===== src/sv/qprm_pkg.sv =====
`timescale 1ns / 1ps
// ----------------------------------------------------------------------------
// qprm_pkg
// shared widths, register indexes and integrator limits for the rate mixer
// ----------------------------------------------------------------------------
package qprm_pkg;

	localparam int GYRO_W     = 12;
	localparam int GAIN_W     = 8;
	localparam int CFG_IDX_W  = 3;
	localparam int CFG_DATA_W = 8;
	localparam int MOTOR_W    = 8;

	// integrator state and its product with an integral gain
	localparam int INT_W     = 18;
	localparam int KI_PROD_W = INT_W + GAIN_W + 1;
	// signed quotient of that product by the integral divisor
	localparam int QUO_W     = KI_PROD_W - 6;
	localparam int KI_DIV    = 255;

	// per-axis integrator limits, the clamp is 256 times the limit
	localparam int PITCH_ILIMIT = 32;
	localparam int ROLL_ILIMIT  = 32;
	localparam int YAW_ILIMIT   = 32;

	localparam int THR_OFFSET = 200;

	// configuration register indexes
	localparam logic [CFG_IDX_W-1:0] CFG_PITCH_KP   = 3'd0;
	localparam logic [CFG_IDX_W-1:0] CFG_PITCH_KI   = 3'd1;
	localparam logic [CFG_IDX_W-1:0] CFG_ROLL_KP    = 3'd2;
	localparam logic [CFG_IDX_W-1:0] CFG_ROLL_KI    = 3'd3;
	localparam logic [CFG_IDX_W-1:0] CFG_YAW_KP     = 3'd4;
	localparam logic [CFG_IDX_W-1:0] CFG_YAW_KI     = 3'd5;
	localparam logic [CFG_IDX_W-1:0] CFG_IDLE_SPEED = 3'd6;

	// load enables of the two divider stages
	typedef struct packed {
		logic s4;
		logic s5;
	} div_en_t;

endpackage


===== src/sv/qprm_div255.sv =====
`timescale 1ns / 1ps
// ----------------------------------------------------------------------------
// qprm_div255
// two-stage signed divide by 255, truncating toward zero
// ----------------------------------------------------------------------------
module qprm_div255 (
	input  logic                                   clk,
	input  qprm_pkg::div_en_t                      en,
	input  logic signed [qprm_pkg::KI_PROD_W-1:0]  num,
	output logic signed [qprm_pkg::QUO_W-1:0]      quo
);

	localparam int MAG_W = qprm_pkg::KI_PROD_W;
	localparam int Q_W   = qprm_pkg::QUO_W - 1;

	logic [MAG_W-1:0]  mag;
	logic [MAG_W+16:0] recip;
	logic              neg_s4;
	logic [MAG_W-1:0]  mag_s4;
	logic [Q_W-1:0]    q0_s4;
	logic [MAG_W-1:0]  q0_ext;
	logic [MAG_W-1:0]  rem;
	logic [Q_W-1:0]    qmag;
	logic signed [qprm_pkg::QUO_W-1:0] quo_s5;

	// magnitude times 65793 / 2^24 undershoots by at most one
	always_comb begin
		mag   = num[MAG_W-1] ? MAG_W'(-num) : MAG_W'(num);
		recip = {1'b0, mag, 16'd0} + {9'd0, mag, 8'd0} + {17'd0, mag};
	end

	always_ff @(posedge clk) begin
		if (en.s4) begin
			neg_s4 <= num[MAG_W-1];
			mag_s4 <= mag;
			q0_s4  <= recip[MAG_W+16:24];
		end
	end

	// one correction step from the remainder
	always_comb begin
		q0_ext = MAG_W'(q0_s4);
		rem    = mag_s4 - (q0_ext << 8) + q0_ext;
		qmag   = q0_s4 + Q_W'(rem >= MAG_W'(qprm_pkg::KI_DIV));
	end

	always_ff @(posedge clk) begin
		if (en.s5) begin
			quo_s5 <= neg_s4 ? -$signed({1'b0, qmag}) : $signed({1'b0, qmag});
		end
	end

	assign quo = quo_s5;

endmodule


===== config.mk =====
export PLATFORM = sky130hd
export DESIGN_NAME = qprm_div255
export DESIGN_NICKNAME = d
export VERILOG_FILES = /design/src/sv/qprm_pkg.sv /design/src/sv/qprm_div255.sv
export SDC_FILE = /design/constraint.sdc
export NUM_CORES = 1
export LEC_CHECK = 0
export ABC_AREA = 1
export ABC_CLOCK_PERIOD_IN_PS = 5500
export BUFFER_PORTS_ARGS = -buffer_cell sky130_fd_sc_hd__buf_2
export CAP_MARGIN = 25
export CORE_MARGIN = 10
export CORE_UTILIZATION = 45
export CTS_BUF_LIST = sky130_fd_sc_hd__clkbuf_4 sky130_fd_sc_hd__clkbuf_8
export DETAILED_ROUTE_END_ITERATION = 7
export PLACE_DENSITY = 0.64
export SETUP_SLACK_MARGIN = 0.02
export SYNTH_ARGS = -nofsm -noshare
export SYNTH_HDL_FRONTEND = slang
export SYNTH_SLANG_ARGS = --single-unit

===== constraint.sdc =====
create_clock -name clk -period 5.5 [get_ports clk]
set_input_delay 0.825 -clock clk [delete_from_list [all_inputs] [get_ports clk]]
set_output_delay 0.825 -clock clk [all_outputs]
set_load 0.01 [all_outputs]

==> flow_metrics.tcl, run 1 <==
set metrics [dict create \
    crit_path_top_delay_cell "edfxtp_1" \
    fillers 1870 \
    clock_latency_ns 0.36 \
    placedInstanceArea_um2 9100 \
    synth_top_flop_cell "edfxtp_1" \
    final_core_util 0.504 \
    multi_input_area_um2 5400 \
    cp_max_fo 6 \
    yosys.area.top_type_share 0.244 \
    whs_ns 0.740 \
    pwr_density_cell_nw_per_um2 471 \
    grt_use_total 0.195 \
    skew_ns 0.0182 \
    total_power_mw 4.43 \
    cp.arrival_ns 5.23 \
    hold_path_class "in -> reg" \
    rr_startpoint "q0_s4[8]" \
    cp.required_ns 5.62 \
    hold_viol 0 \
    fmax_mhz 196 \
    final_cell_area_um2 9400 \
    vias 7979 \
    critical_path.top_delay_family "adder cells" \
    yosysMostFrequentCell "nand2_1" \
    syn_area_um2 8500 \
    rows 50 \
    clk_pin_slew_worst_paths_ns 0.08 \
    clock-sinks 69 \
    avgRoutedWirePerCell_um 15.4 \
    synthAdderAreaFrac 0.179 \
    drt_wl_total_mm 23.7 \
    worstMarginPinSlew_ns 0.673 \
    worst_ir_drop_vdd_mv 0.162 \
    drt_iter0_drc 588 \
    synthXorXnorAreaFrac 0.0687 \
    relSlewSlack 0.550 \
    tritoncts "done" \
    status "complete, no violations" \
    place.gp.congestion 1.02 \
    ctsLongestPathBuffers 2 \
    synth_top_family_by_area "simple AND/OR/NAND/NOR gates" \
    grt_pass1_wl_mm 38.4 \
    ys_async_sr_fraction 0 \
    numPortBuffers 50 \
    fin_nets 1443 \
    drv_slew 0 \
    ys_ff_latch 69 \
    yosys.area_share.simple 0.301 \
    setup.worst_path.class "reg -> reg" \
    synth_warnings 0 \
    drc_errors 0 \
    slowest_delay_ns 0.50 \
    hp-start "en[1]" \
    regArea_um2 2070 \
    crit_top_cell "inv_1" \
    dieArea_um2 24800 \
    synth_area_leaders "edfxtp_1 24%, nand2_1 13%, ha_1 13%, inv_1 12%, xor2_1 5.7%" \
    area_delta_synth_final_pct 10.6 \
    n_antenna_cell 0 \
    synthTopCellsByCount "302 x nand2_1, 267 x inv_1, 111 x nor2_1" \
    synthMuxAreaShare 0 \
    root_buffer "clkbuf_8" \
    start_util 0.456 \
    post-route-min-period_ns 5.11 \
    rsz0062_at_grt "no" \
    min_delay_path_depth 1 \
    setup_violations 0 \
    hold_end "q0_s4[19]" \
    drive_gt1_frac 0.101 \
    hold_buffers 0 \
    grt_overflow 0 \
    r2r-end "quo[14]" \
    dp_hpwl_mm 20.4 \
    syn_inst 1230 \
    antenna_found_initial 0 \
    syn_avg_cell_area_um2 6.91 \
    drt_pass1_iterations 5 \
    synth_edf_count 69 \
    syn-num-nets 1368 \
    cts_buffers 9 \
    synthDistinctLibCells 41 \
    start_kind "flip-flop" \
    ios 51 \
    cap_violations 0 \
    grt_max_degree 49 \
    tns_ns 0 \
    p_leak_nw 5.01 \
    synth_compound_area_frac 0.0838 \
    ant_nets 0 \
    fin_crit_sh 0.928 \
    core_um2 18600 \
    vias_per_cell 5.17 \
    ys_seq_area_frac 0.244 \
    worst_setup_path_end_kind "flip-flop" \
    yosysTopAreaCell "edfxtp_1" \
    die_h_um 157 \
    grt_pass1_vias 7585 \
    cts_max_level 3 \
    reg2regPathDepth 27 \
    die_w_um 157 \
    cp_num_buf_inv 6 \
    r2r_slack_ns 0.39 \
]
-- worst reg2reg max path, cell delays in order, from the launching register on --
cell and delay, ns:
edfxtp_1 0.50, buf_4 0.19, fa_1 0.49, inv_1 0.04, ha_1 0.38, a21oi_1 0.34
nand2_1 0.12, a21oi_1 0.23, inv_1 0.07, nand2_1 0.06, nand3_1 0.09, xor2_1 0.15
nor2_1 0.20, nand3_1 0.11, ha_1 0.27, ha_1 0.31, inv_1 0.09, ha_1 0.14
inv_1 0.05, nor2_1 0.10, nand2_1 0.10, nor2_1 0.17, nand3_2 0.13, nor2_4 0.13
nand3_1 0.08, nand2_1 0.12, xor2_1 0.16, inv_1 0.05
-- what timing repair did --
| action | 4_1_cts | 5_1_grt |
|---|---|---|
| resized for setup | 0 | 5 |
| buffers inserted | 0 | 7 |
| setup endpoints to repair | 0 | 7 |
-- layer usage --
| layer | part of all wire | track usage | vias to the layer above |
|---|---|---|---|
| met5 | 0 | 0 | - |
| met4 | 0.023 | 0.0641 | 0 |
| met3 | 0.047 | 0.0246 | 36 |
| met2 | 0.47 | 0.328 | 230 |
| met1 | 0.46 | 0.254 | 3646 |
| li1 | - | - | 4067 |
-- worst max path at each step --
| stage | startpoint | endpoint | slack (ns) | cells after the start |
|---|---|---|---|---|
| after floorplan | q0_s4[9] | quo[14] | 1.21 | 30 |
| after global placement | q0_s4[10] | quo[14] | 0.46 | 29 |
| after detailed placement | q0_s4[8] | quo[14] | 0.42 | 29 |
| after CTS | q0_s4[8] | quo[14] | 0.38 | 29 |
| after global routing | q0_s4[8] | quo[18] | 0.05 | 30 |
| final | q0_s4[8] | quo[14] | 0.39 | 27 |
-- area by class of cell --
cell class / count / share of cell area
clock buffer: 10 / 0.0140
sequential: 69 / 0.220
tap: 234 / 0.0311
multi-input combinational: 883 / 0.574
timing repair buffer: 68 / 0.0423
clock inverter: 6 / 0.00918
inverter: 274 / 0.109
-- cells in the final DEF (no fill, tap or decap), types with 2 or more instances in the layout --
master | netlist | layout
o211ai_1 | 3 | 3
buf_2 | 2 | 50
nor3_1 | 17 | 17
nand4_1 | 25 | 25
o21bai_1 | 7 | 7
a21o_1 | 6 | 6
bufinv_16 | 0 | 2
nor2_2 | 8 | 10
nor2_1 | 111 | 109
clkinv_2 | 0 | 2
xor2_1 | 55 | 55
edfxtp_1 | 69 | 69
fa_1 | 23 | 23
xor2_2 | 2 | 2
nand2_1 | 302 | 302
nor4_1 | 2 | 2
inv_2 | 7 | 7
a31oi_1 | 4 | 4
xnor2_1 | 8 | 8
ha_1 | 85 | 85
nand3_2 | 4 | 5
nand3_1 | 86 | 85
a21boi_0 | 3 | 3
o31ai_1 | 2 | 2
o21ai_1 | 2 | 3
o21ai_0 | 33 | 32
inv_1 | 267 | 267
nor3_2 | 3 | 3
clkbuf_8 | 0 | 9
a21oi_1 | 58 | 57
nand2_2 | 8 | 8
nand3b_1 | 5 | 5
nor2_4 | 7 | 7
o21a_1 | 4 | 4
o21ai_2 | 2 | 2
buf_4 | 0 | 17
-- sequential cells by signal, indices dropped and copies added (netlist names) --
name,cells
mag_s4,27
neg_s4,1
q0_s4,20
quo,21
-- power breakdown --
group          switching, mW  internal [mW]
Clock                  0.191          0.260
Sequential             0.102          0.734
Combinational           2.08           1.06
-- logic make-up after synthesis --
| group | after synthesis |
|---|---|
| simple gates | 583 |
| compound gates | 126 |
| fa+ha+maj | 108 |
| xor+xnor | 65 |
| flops | 69 |
| buf+inv | 278 |
| other cells | 1 |
-- per-stage QoR --
stage / setup WS (ns) / instances
5_1_grt: 0.0509 / 1544
4_1_cts: 0.380 / 1536
3_3_place_gp: 0.458 / 1520
3_5_place_dp: 0.417 / 1520
6_report: 0.393 / 1544
2_1_floorplan: 1.21 / 1230
No activity file was read; power rests on OpenSTA's default activity.
==> inputs of run 2 (changes only) <==
Settings changed: CORE_ASPECT_RATIO set to 1.75.
==> run 2 against run 1 <==
  * Final cell count increased by 0.52%
  * Count of clock-buffer cells in the layout decreased by 1
  * Via count increased by 0.35%
  * Critical path depth increased by 1
  * Register-to-register slack improved by 0.05 ns
  * Maximum frequency increased by 1.0%
  * Core utilization increased by 0.29 points
  * Sequential power decreased by 2%
  * Sequential share of layout area decreased by 0.053 points
  * Final area increased by 0.24%
  * First-iteration DRC count decreased by 28%
  * Routed wire length increased by 8.8%
  * Critical path type unchanged
  * Critical endpoint unchanged
  * Largest power group unchanged
==> flow_metrics.tcl, run 2 (synthesis results as in run 1) <==
set metrics [dict create \
    drive_gt1_frac 0.105 \
    total_power_mw 4.45 \
    core_um2 18600 \
    die_w_um 124 \
    p_int_mw 2.02 \
    grt_max_degree 49 \
    cts_max_level 3 \
    numPortBuffers 50 \
    post-route-min-period_ns 5.06 \
    worstMarginPinSlew_ns 0.714 \
    drt_wl_total_mm 25.8 \
    skew_ns 0.0118 \
    root_buffer "clkbuf_8" \
    start_util 0.457 \
    cp.required_ns 5.61 \
    rsz0062_at_grt "no" \
    crit_path_top_delay_cell "edfxtp_1" \
    slowest_delay_ns 0.56 \
    largest_reg_flops 27 \
    r2r_slack_ns 0.44 \
    start_kind "flip-flop" \
    p_leak_nw 5.02 \
    hold_path_class "in -> reg" \
    hold_viol 0 \
    seqPwrFrac 0.185 \
    worst_setup_path_end_kind "flip-flop" \
    antenna_found_initial 0 \
    ios 51 \
    place.gp.congestion 1.00 \
    avgRoutedWirePerCell_um 16.6 \
    crit_top_cell "nand2_1" \
    grt_use_total 0.207 \
    p_sw_frac 0.547 \
    p_switching_mw 2.44 \
    fin_nets 1447 \
    cp_max_fo 6 \
    clockPowerShare 0.094 \
    mostFrequentLayoutCells "302 x nand2_1, 267 x inv_1, 108 x nor2_1" \
    ant_nets 0 \
    ctsLongestPathBuffers 2 \
    worst_ir_drop_vdd_mv 0.173 \
    status "complete, no violations" \
    cts_buffers 9 \
    grt_pass1_vias 8053 \
    vias 8007 \
    vias_per_cell 5.16 \
    cp.arrival_ns 5.17 \
    cap_violations 0 \
    clock-sinks 69 \
    tritoncts "done" \
    dp_hpwl_mm 22.2 \
    tns_ns 0 \
    drt_iter0_drc 422 \
    pwr_density_cell_nw_per_um2 472 \
    n_antenna_cell 0 \
    drv_slew 0 \
    grt_pass1_wl_mm 40.2 \
    final_common_cell "nand2_1" \
    clock_latency_ns 0.35 \
    die_h_um 202 \
    area_delta_synth_final_pct 10.9 \
    drc_errors 0 \
    setup_violations 0 \
    rows 66 \
    fmax_mhz 198 \
    clk_pin_slew_worst_paths_ns 0.08 \
    fin_crit_sh 0.919 \
    relSlewSlack 0.523 \
    dieArea_um2 25000 \
    top_register "mag_s4" \
    combPwrFrac 0.721 \
    grt_overflow 0 \
    setup.worst_path.class "reg -> reg" \
    drt_pass1_iterations 5 \
]
-- run 2: cell types whose count changed in the layout (fill, tap and decap cells not counted), sizes merged --
| cell | previous run | this run |
|---|---|---|
| bufinv | 2 | 1 |
| clkbuf | 10 | 9 |
| clkinv | 2 | 4 |
| buf | 68 | 72 |
-- run 2: metal layers --
| layer | GRT usage | routed length (µm) |
|---|---|---|
| met1 | 0.192 | 8930 |
| met2 | 0.410 | 14800 |
| met3 | 0.0193 | 624 |
| met4 | 0.117 | 1430 |
| met5 | 0 | 0 |
-- run 2: critical path: cells and delay by family, from the launching register on --
family                   cells  cell delay (ns)
XOR/XNOR                     1             0.16
adder cells (fa/ha/maj)      5             1.71
buffers and inverters        5             0.33
flip-flops                   1             0.56
AND/OR/NAND/NOR             17             2.05
-- run 2: final timing paths --
check,startpoint,to,cells past startpoint
setup reg to reg,q0_s4[6],quo[14],28
setup / recovery,q0_s4[6],quo[14],28
hold reg to reg,q0_s4[0],quo[0],2
hold / removal,num[0],mag_s4[0],1
-- run 2: layout make-up --
type | instances | area [µm²]
Timing Repair Buffer | 72 | 428
Sequential cell | 69 | 2070
Multi-Input combinational cell | 883 | 5400
Tap cell | 238 | 298
Fill cell | 1991 | 9150
Clock buffer | 9 | 124
Clock inverter | 7 | 73.8
Inverter | 274 | 1030
-- run 2: power groups by stage --
| stage | logic, mW | clock network, mW | registers [mW] |
|---|---|---|---|
| 2_1_floorplan | 2.24 | 0 | 0.833 |
| 3_3_place_gp | 3.11 | 0 | 0.844 |
| 3_5_place_dp | 3.13 | 0 | 0.848 |
| 4_1_cts | 3.14 | 0.431 | 0.836 |
| 5_1_grt | 3.63 | 0.445 | 0.835 |
| 6_report | 3.21 | 0.418 | 0.823 |
-- run 2: through the flow --
stage / std cells / hold slack, ns / worst slack, ns / utilization / area [µm²]
final: 1552 / 0.732 / 0.444 / 0.507 / 9430
after global routing: 1552 / 0.717 / 0.0382 / 0.507 / 9430
after CTS: 1544 / 0.722 / 0.242 / 0.502 / 9330
after detailed placement: 1528 / 0.816 / 0.272 / 0.492 / 9140
after global placement: 1528 / 0.789 / 0.195 / 0.492 / 9140
after floorplan: 1230 / 0.636 / 1.21 / - / 8500
-- run 2: timing repair --
item | CTS | global route
hold buffers | 0 | 0
buffers inserted | 0 | 7
setup endpoints to repair | 0 | 12
resized for setup | 0 | 6
==> inputs of run 3 (changes only) <==
Settings changed: CAP_MARGIN 25 to not set, CORE_UTILIZATION 45 to 55, PLACE_DENSITY 0.64 to 0.75, SETUP_SLACK_MARGIN 0.02 to 0.15.
==> run 3 against run 2 <==
  * Via count is 0.76% higher
  * Worst hold slack better by 0.022 ns
  * Core utilization is 11 points higher
  * Sequential cell count stayed put
  * Combinational power hardly changed
  * Final area is 0.31% lower
  * Clock power is 4% lower
  * Critical path type unchanged
==> flow_metrics.tcl, run 3 (synthesis results as in run 1) <==
set metrics [dict create \
    fmax_mhz 198 \
    start_kind "flip-flop" \
    cts_max_level 3 \
    setup_violations 0 \
    clockPowerShare 0.090 \
    worstMarginPinSlew_ns 0.697 \
    numPortBuffers 50 \
    grt_use_total 0.243 \
    core_um2 15300 \
    drive_gt1_frac 0.115 \
    crit_top_cell "inv_1" \
    largest_reg_flops 27 \
    final_common_cell "nand2_1" \
    clock-sinks 69 \
    fin_nets 1451 \
    slowest_delay_ns 0.53 \
    rows 60 \
    timing.final.ws_setup_ns 0.456 \
    drt_pass1_iterations 5 \
    cap_violations 0 \
    vias 8068 \
    die_h_um 184 \
    mostFrequentLayoutCells "301 x nand2_1, 266 x inv_1, 107 x nor2_1" \
    hold_path_class "in -> reg" \
    worst_setup_path_end_kind "flip-flop" \
    crit_path_top_delay_cell "fa_1" \
    p_switching_mw 2.43 \
    antenna_found_initial 0 \
    cp_num_buf_inv 6 \
    dieArea_um2 21000 \
    hold_viol 0 \
    pwr_density_cell_nw_per_um2 474 \
    cp.required_ns 5.62 \
    grt_pass1_vias 8210 \
    fin_crit_sh 0.917 \
    drc_errors 0 \
    p_sw_frac 0.545 \
    dp.cells 1478 \
    clock_latency_ns 0.35 \
    cp.arrival_ns 5.16 \
    seqPwrFrac 0.185 \
    p_leak_nw 5.03 \
    vias_per_cell 5.37 \
    grt_pass1_wl_mm 40.2 \
    n_antenna_cell 0 \
    place.gp.congestion 1.02 \
    rsz0062_at_grt "no" \
    cp_max_fo 6 \
    layout.cells.non_filler 1503 \
    root_buffer "clkbuf_8" \
    avgRoutedWirePerCell_um 16.8 \
    post-route-min-period_ns 5.04 \
    cts_buffers 9 \
    ctsLongestPathBuffers 2 \
    worst_ir_drop_vdd_mv 0.198 \
    tns_ns 0 \
    drt_iter0_drc 407 \
    grt_max_degree 49 \
    status "complete, no violations" \
    final_cell_area_um2 9400 \
    tritoncts "done" \
    hold_buffers 0 \
    area_delta_synth_final_pct 10.6 \
    start_util 0.555 \
    placedInstanceArea_um2 9080 \
    p_int_mw 2.03 \
    dp_hpwl_mm 22.1 \
    top_register "mag_s4" \
    clk_pin_slew_worst_paths_ns 0.08 \
    drt_wl_total_mm 25.2 \
    fillers 1495 \
    die_w_um 114 \
    combPwrFrac 0.725 \
    relSlewSlack 0.534 \
    ios 51 \
    final_core_util 0.614 \
    skew_ns 0.0132 \
    dpl_worst_slack_ns 0.230 \
    setup.worst_path.class "reg -> reg" \
    drv_slew 0 \
    critical_path.top_delay_family "simple AND/OR/NAND/NOR gates" \
    grt_overflow 0 \
    ant_nets 0 \
]
## run 3: power groups by stage
stage | logic (mW) | clock network, mW | registers [mW]
2_1_floorplan | 2.24 | 0 | 0.833
3_3_place_gp | 3.09 | 0 | 0.841
3_5_place_dp | 3.10 | 0 | 0.846
4_1_cts | 3.11 | 0.406 | 0.835
5_1_grt | 3.65 | 0.431 | 0.836
6_report | 3.23 | 0.400 | 0.823
## run 3: routing by layer
metal  share of wire  global-route usage
met1            0.33               0.213
met2            0.55               0.478
met3           0.036              0.0283
met4           0.087               0.178
met5               0                   0
## run 3: area by class of cell
cell class | count | area (µm²) | area share
Multi-Input combinational cell | 883 | 5430 | 0.578
Tap cell | 186 | 233 | 0.0248
Inverter | 274 | 1030 | 0.109
Clock buffer | 9 | 124 | 0.0132
Timing Repair Buffer | 76 | 445 | 0.0474
Sequential cell | 69 | 2070 | 0.220
Clock inverter | 6 | 65.1 | 0.00692
## run 3: worst paths after layout
kind | start | to | slack, ns | depth (start not counted)
setup / recovery | q0_s4[11] | quo[14] | 0.46 | 27
hold / removal | num[0] | mag_s4[0] | 0.75 | 1
hold reg to reg | q0_s4[18] | quo[18] | 0.81 | 4
setup reg to reg | q0_s4[11] | quo[14] | 0.46 | 27
## run 3: timing repair
| item | 4_1_cts | 5_1_grt |
|---|---|---|
| buffers inserted | 0 | 10 |
| gates resized for setup | 0 | 18 |
| endpoints found under the setup margin | 0 | 13 |
## run 3: stage by stage
step / total power [mW] / hold slack (ns)
6_report: 4.46 / 0.754
5_1_grt: 4.92 / 0.745
4_1_cts: 4.35 / 0.748
3_5_place_dp: 3.94 / 0.784
3_3_place_gp: 3.93 / 0.781
2_1_floorplan: 3.07 / 0.636
